## src/rtl/three_point_angle_3d_defines.svh

```systemverilog
// ----------------------------------------------------------------------------
// three_point_angle_3d assertion macros
// Shared concurrent assertion forms, sampled on aclk, off while in reset.
// ----------------------------------------------------------------------------
`ifndef THREE_POINT_ANGLE_3D_DEFINES_SVH
`define THREE_POINT_ANGLE_3D_DEFINES_SVH

// same-cycle implication
`define TPA3_ASSERT_IMP(name, ante, cons, msg) \
    name: assert property (@(posedge aclk) disable iff (!aresetn) (ante) |-> (cons)) \
        else $error(msg);

// next-cycle implication
`define TPA3_ASSERT_NXT(name, ante, cons, msg) \
    name: assert property (@(posedge aclk) disable iff (!aresetn) (ante) |=> (cons)) \
        else $error(msg);

`endif

```

## src/rtl/tpa3_pkg.sv

```systemverilog
// ----------------------------------------------------------------------------
// tpa3_pkg
// Types, widths and constants shared by the three point angle blocks.
// ----------------------------------------------------------------------------
`timescale 1ns / 1ps

package tpa3_pkg;

    localparam int COORD_W      = 24;
    localparam int NUM_COORDS   = 9;
    localparam int IN_DATA_W    = COORD_W * NUM_COORDS;
    localparam int SPACING_W    = 16;
    localparam int ANGLE_W      = 16;
    localparam int ARM_W        = 31;
    localparam int ACC_FRAC     = 24;
    localparam int ANGLE_Z_W    = 34;
    localparam int CORDIC_W     = 46;
    localparam int CORDIC_STEPS = 30;
    localparam int ISQRT_STEPS  = 31;
    localparam int QUEUE_DEPTH  = 4;

    localparam logic [SPACING_W-1:0] SPACING_RESET = 16'd4096;
    localparam longint RAD_TO_DEG_Q24 = 64'd961263669;

    typedef enum logic [1:0] {
        CFG_SPACING_X = 2'd0,
        CFG_SPACING_Y = 2'd1,
        CFG_SPACING_Z = 2'd2
    } cfg_idx_t;

    typedef logic signed [ARM_W-1:0] arm_t;

    typedef struct packed {
        arm_t [2:0] a;
        arm_t [2:0] b;
        logic       degen;
    } arm_pair_t;

    // atan(2^-i) in degrees, 24 fraction bits
    function automatic logic signed [ANGLE_Z_W-1:0] step_angle(input int unsigned i);
        logic signed [ANGLE_Z_W-1:0] r;
        unique case (i)
            0:  r = 34'sd754974720;
            1:  r = 34'sd445687602;
            2:  r = 34'sd235489088;
            3:  r = 34'sd119537938;
            4:  r = 34'sd60000934;
            5:  r = 34'sd30029717;
            6:  r = 34'sd15018523;
            7:  r = 34'sd7509720;
            8:  r = 34'sd3754917;
            9:  r = 34'sd1877466;
            10: r = 34'sd938734;
            11: r = 34'sd469367;
            default: r = ANGLE_Z_W'(RAD_TO_DEG_Q24 >> i);
        endcase
        return r;
    endfunction

endpackage

```

## src/rtl/tpa3_queue.sv

```systemverilog
// ----------------------------------------------------------------------------
// tpa3_queue
// Short register queue between the front and back pipelines.
// ----------------------------------------------------------------------------
`timescale 1ns / 1ps

module tpa3_queue import tpa3_pkg::*; (
    input  logic      aclk,
    input  logic      aresetn,
    input  logic      in_valid,
    output logic      in_ready,
    input  arm_pair_t in_data,
    output logic      out_valid,
    input  logic      out_ready,
    output arm_pair_t out_data
);

    localparam int PTR_W = $clog2(QUEUE_DEPTH);

    arm_pair_t        mem_reg [QUEUE_DEPTH];
    logic [PTR_W-1:0] wr_ptr_reg;
    logic [PTR_W-1:0] rd_ptr_reg;
    logic [PTR_W:0]   cnt_reg;
    logic [PTR_W:0]   cnt_next;
    logic             push;
    logic             pop;

    assign in_ready  = (cnt_reg != (PTR_W+1)'(QUEUE_DEPTH));
    assign out_valid = (cnt_reg != '0);
    assign out_data  = mem_reg[rd_ptr_reg];
    assign push      = in_valid && in_ready;
    assign pop       = out_valid && out_ready;

    always_comb begin
        cnt_next = cnt_reg;
        if (push && !pop) begin
            cnt_next = cnt_reg + 1'b1;
        end else if (pop && !push) begin
            cnt_next = cnt_reg - 1'b1;
        end
    end

    always_ff @(posedge aclk) begin
        if (!aresetn) begin
            wr_ptr_reg <= '0;
            rd_ptr_reg <= '0;
            cnt_reg    <= '0;
        end else begin
            cnt_reg <= cnt_next;
            if (push) begin
                wr_ptr_reg <= wr_ptr_reg + 1'b1;
            end
            if (pop) begin
                rd_ptr_reg <= rd_ptr_reg + 1'b1;
            end
        end
    end

    always_ff @(posedge aclk) begin
        if (push) begin
            mem_reg[wr_ptr_reg] <= in_data;
        end
    end

endmodule

```

## config.mk

```make
export PLATFORM = sky130hd
export DESIGN_NAME = tpa3_queue
export DESIGN_NICKNAME = d
export VERILOG_FILES = /design/src/rtl/three_point_angle_3d_defines.svh /design/src/rtl/tpa3_pkg.sv /design/src/rtl/tpa3_queue.sv
export SDC_FILE = /design/constraint.sdc
export NUM_CORES = 1
export LEC_CHECK = 0
export ABC_AREA = 1
export CORE_MARGIN = 10
export CORE_UTILIZATION = 42
export CTS_CLUSTER_DIAMETER = 200
export DETAILED_ROUTE_END_ITERATION = 7
export DONT_BUFFER_PORTS = 1
export GPL_TIMING_DRIVEN = 0
export SETUP_SLACK_MARGIN = 0.02
export SLEW_MARGIN = 40
export SYNTH_ARGS = -nofsm -noshare
export SYNTH_HDL_FRONTEND = slang
export SYNTH_SLANG_ARGS = --single-unit
```

## constraint.sdc

```tcl
create_clock -name aclk -period 11.9 [get_ports aclk]
set_input_delay 0.595 -clock aclk [delete_from_list [all_inputs] [get_ports aclk]]
set_output_delay 0.595 -clock aclk [all_outputs]
set_load 0.01 [all_outputs]
```

* Word level (Yosys, flattened, before mapping)
Memories as Yosys holds them, arrays and structs flattened. A register that Yosys moved wholly into a read port is not among the register bits.
Cells that the tools add are included.
** Operators by class
- $add $sub $neg :: 4
- Equal/unequal tests :: 1
- Mux-type cells :: 6
- Reductions and logical operators :: 8
** Operator list (count)
- 3-bit 2-to-1 mux :: 2
- 2-bit by 1-bit adder with 2-bit output, second input constant :: 2
- 1-bit logical AND :: 4
- 2-bit 2-to-1 mux :: 2
- 3-bit by 1-bit adder with 3-bit output, second input constant :: 1
- 3-bit != test, second input constant :: 1
- 3-bit nonzero test :: 1
- 3-bit by 1-bit subtractor with 3-bit output, second input constant :: 1
- 1-bit zero test :: 2
- 1-bit 2-to-1 mux :: 2
- 2-bit nonzero test :: 1
** Storage, ports and cells
- Flip-flop bits (word level) :: 7
- RAM bits :: 748
- Input bits :: 191
- Output and inout port bits :: 189
- Logic and storage cells :: 23
- Memories kept :: 1
** Memory list
- mem_reg :: words 4, width 187, rd ports 1, clocked after Yosys merged registers in 1, write ports 1, RTL line tpa3_queue.sv:20 : arm_pair_t mem_reg [QUEUE_DEPTH];

* Depth between registers and ports, before layout
- Depth in word-level cells :: 6
- Depth in mapped cells :: 13
- Mapped depth without buffers :: 13

* Worst setup path after synthesis
No wires, ideal clock.
- Path kind :: flip-flop to flip-flop
- Start point :: reg cnt_reg[0]
- End point :: mem mem_reg[0][0] (netlist name), enable pin
- Library setup time :: 737 ps
- Arrival time :: 8484 ps
- Required time :: 11163 ps
- Path slack :: 2679 ps
- Cell stages (with the launch flop) :: 5
- Path buffers :: 0
- Period minus slack after synthesis :: 9221 ps
- Path through :: dfxtp_1 > nor2_1 > nand2_1 > nand2_1 > nor2_1
** Between the ends
- Longest elaborated chain between the ends :: 4
** RTL lines
- from (decl) :: RTL line tpa3_queue.sv:23 : logic [PTR_W:0] cnt_reg;
- from (signal assigned) :: RTL line tpa3_queue.sv:49 : cnt_reg <= cnt_next;
- 3-bit != test :: RTL line tpa3_queue.sv:28 : assign in_ready = (cnt_reg != (PTR_W+1)'(QUEUE_DEPTH));
- named net in_ready :: RTL line tpa3_queue.sv:11 : output logic in_ready,
- 1-bit logical AND :: RTL line tpa3_queue.sv:31 : assign push = in_valid && in_ready;
- 1-bit 2-to-1 mux :: RTL line tpa3_queue.sv:60 : if (push) begin
- 1-bit 2-to-1 mux (implied by the code) :: RTL line tpa3_queue.sv:61 : mem_reg[wr_ptr_reg] <= in_data;
- to (decl) :: RTL line tpa3_queue.sv:20
The timed path passes the listed nets, and every way through them passes these cells.

==> results.py <==
metrics = {
    "synthesis": {
        "synth_xor_area_share_pct": 0.0312,
        "synth_top_cell_by_area": "edfxtp_1",
        "synth_fa_ha_area_share_pct": 0.295,
        "synth-compound-area-share_pct": 10.9,
        "synthTopCellsByArea": "edfxtp_1 (80%), nor2_1 (5.2%), o22ai_1 (4.2%)",
        "synth-edff-count": 748,
        "synth_ff_type": "edfxtp_1",
        "muxShareOfSynthArea_pct": 0,
        "yosysMostFrequentCell": "edfxtp_1",
        "synth_top_area_share_pct": 80.1,
        "synthSimpleGateAreaFrac_pct": 5.50,
        "yosys.cell_types.count": 21,
        "synthTopCellsByCount": "edfxtp_1 (748), nor2_1 (388), o21ai_0 (202), o22ai_1 (187), o21ai_1 (173)",
        "synthArstFlopShare_pct": 0,
        "netlist_instances": 1876,
        "syn_area_mm2": 0.0280,
        "synth_area_per_cell_um2": 14.9,
        "ys_warn_count": 0,
        "synth_seq_cells": 757,
        "synth_top_family_by_area": "compound AO/OA/AOI/OAI gates",
        "synth_nets": 2073,
        "synth_seq_area_share_pct": 80.8,
    },
    "timing": {
        "worstMarginPinSlew_ps": 763,
        "finClkSkew_ps": 17.7,
        "setup_viol": 0,
        "hold_viol_final": 0,
        "period_needed_ps": 3340,
        "slew_viol_final": 0,
        "fmax_mhz": 299,
        "finalCritPeriodShare_pct": 28.1,
        "slew_headroom_pct": 49.9,
        "fin_ws_ps": 8560,
        "rsz0062_at_grt": "false",
    },
    "critical_path": {
        "crit_path_frequent_cell": "buf_2",
        "cp-start-kind": "flop",
        "cpPeakStageDelay_ps": 540,
        "worstSetupPathType": "reg2out",
        "worstPathArrival_ps": 2740,
        "timing.critical_path.cells": "buf_4, inv_2, buf_2, buf_2, o21ai_1, o22ai_1",
        "critical_path.endpoint_type": "output pin",
        "path_buf_inv": 4,
        "critPathRequiredTime_ps": 11310,
        "cpLargestDelayFamily": "buffers and inverters",
        "crit_path_top_delay_cell": "o22ai_1",
        "critical_path.max_fanout": 10,
    },
    "min_path": {
        "min_path_type": "in2reg",
    },
    "routing": {
        "dr.pass1.iters": 5,
        "route.vias.total": 16400,
        "viasPerCell": 5.58,
        "drtIter0Drc": 1453,
        "wirelength_um": 76000,
        "ant_nets": 0,
        "routedWlPerCell_um": 25.9,
        "drc_errors": 0,
    },
    "floorplanning": {
        "start_util_pct": 42.5,
        "placementRows": 94,
        "ios": 380,
        "fp.dieW_um": 278,
        "die-area_mm2": 0.0775,
        "die_h_um": 278,
        "core_mm2": 0.0660,
    },
    "clocking": {
        "htreeDepth": 3,
        "tritoncts": "done",
        "cts_hold_buf": 0,
        "cts_setup_buffers": 0,
        "cts-resized-gates": 0,
        "cts_max_path_buffers": 3,
        "clk_pin_slew_ps": 60,
        "clock-root-buffer": "clkbuf_16",
        "clock-sinks": 757,
        "numCtsBuffers": 79,
        "clk_latency_ps": 620,
    },
    "placement": {
        "io_buffers": 0,
        "place_area_mm2": 0.0304,
        "dp_cells": 2796,
        "dp_hpwl_um": 52200,
        "post-place-ws_ps": 9020,
        "routabilityCongestion": 0.762,
    },
    "power": {
        "ir_worst_vdd_uv": 127,
        "cellLeakagePower_uw": 0.0108,
        "p_total_uw": 7420,
        "power_density_mw_per_mm2": 225,
    },
    "layout": {
        "drive_gt1_share_pct": 12.5,
        "stdcell_count": 2939,
        "fin_area_mm2": 0.0329,
        "fill_cells": 5417,
        "largest_reg_flops": 748,
        "final_net_count": 2210,
        "syn_to_final_growth_pct": 17.5,
    },
    "global_routing": {
        "antenna_found_initial": 0,
        "grt.total_usage_pct": 19.0,
        "grt_pass1_vias": 16100,
        "grt_overflow": 0,
        "grt_max_degree": 18,
        "grt_pass1_wl_um": 109000,
    },
    "flow_run": {
        "cap_violations": 0,
    },
    "outcome": {
        "status": "completed",
    },
}
-- cell families (layout without fill, tap and decap cells) --
family          Yosys count  in the layout
flops                   757            757
compound gates          565            565
simple gates            408            408
buf+inv                 139            337
fa+ha+maj                 6              6
xor+xnor                  1              1
other cells               0              1
-- per-layer routing --
metal / global-route usage (%) / routed length (um)
met4: 8.32 / 3110
met1: 22.1 / 28300
met3: 6.96 / 7550
met2: 31.3 / 37000
met5: 0 / 0
-- worst paths after layout --
kind | from | end | slack (ps) | cells after the start
max | flop | out_data[96] | 8560 | 6
min | in_data[179] | mem_reg[3][179] | 70 | 0
max reg2reg | cnt_reg[0] | mem_reg[2][130] | 9040 | 10
min reg2reg | rd_ptr_reg[0] | rd_ptr_reg[0] | 530 | 2
-- per-stage QoR --
stage,TNS [ps],hold WS [ps],util (%)
2_1_floorplan,0,465,-
3_3_place_gp,-3088390,483,44.1
3_5_place_dp,0,520,46.1
4_1_cts,0,26.5,49.9
5_1_grt,0,31.6,49.9
6_report,0,68.5,49.9
-- layout make-up --
| cell class | count | area [um2] | area share (%) |
|---|---|---|---|
| timing repair buffer | 56 | 1280 | 3.88 |
| inverter | 16 | 62.6 | 0.190 |
| clock inverter | 47 | 444 | 1.35 |
| sequential | 757 | 22600 | 68.7 |
| clock buffer | 95 | 2060 | 6.25 |
| antenna | 1 | 2.50 | 0.00760 |
| multi-input combinational | 980 | 4740 | 14.4 |
| buffer | 123 | 632 | 1.92 |
| tap | 864 | 1080 | 3.28 |
-- report_power, final --
| part | leakage (uW) | internal, uW | switching, uW |
|---|---|---|---|
| registers | 0.00693 | 3240 | 60.8 |
| clock network | 0.00122 | 1390 | 991 |
| logic | 0.00265 | 460 | 1280 |
| total | 0.0108 | 5090 | 2330 |
-- cells in the final DEF (no fill, tap or decap), types with 2 or more instances in the layout --
| master | count |
|---|---|
| a21oi_1 | 3 |
| clkbuf_16 | 80 |
| dfxtp_1 | 9 |
| inv_16 | 2 |
| inv_1 | 14 |
| nand2_1 | 15 |
| o21ai_1 | 173 |
| ha_1 | 5 |
| edfxtp_1 | 748 |
| clkinvlp_4 | 3 |
| nand3_1 | 4 |
| nor2_4 | 4 |
| o22ai_1 | 185 |
| o22ai_2 | 2 |
| buf_8 | 21 |
| buf_2 | 58 |
| buf_16 | 35 |
| clkinv_1 | 21 |
| clkbuf_1 | 49 |
| bufinv_16 | 7 |
| buf_6 | 3 |
| clkbuf_2 | 12 |
| inv_6 | 3 |
| o21ai_0 | 202 |
| nor2_1 | 384 |
| buf_4 | 16 |
| clkinv_2 | 10 |
Note: power is estimated with default switching activity, not from simulation.
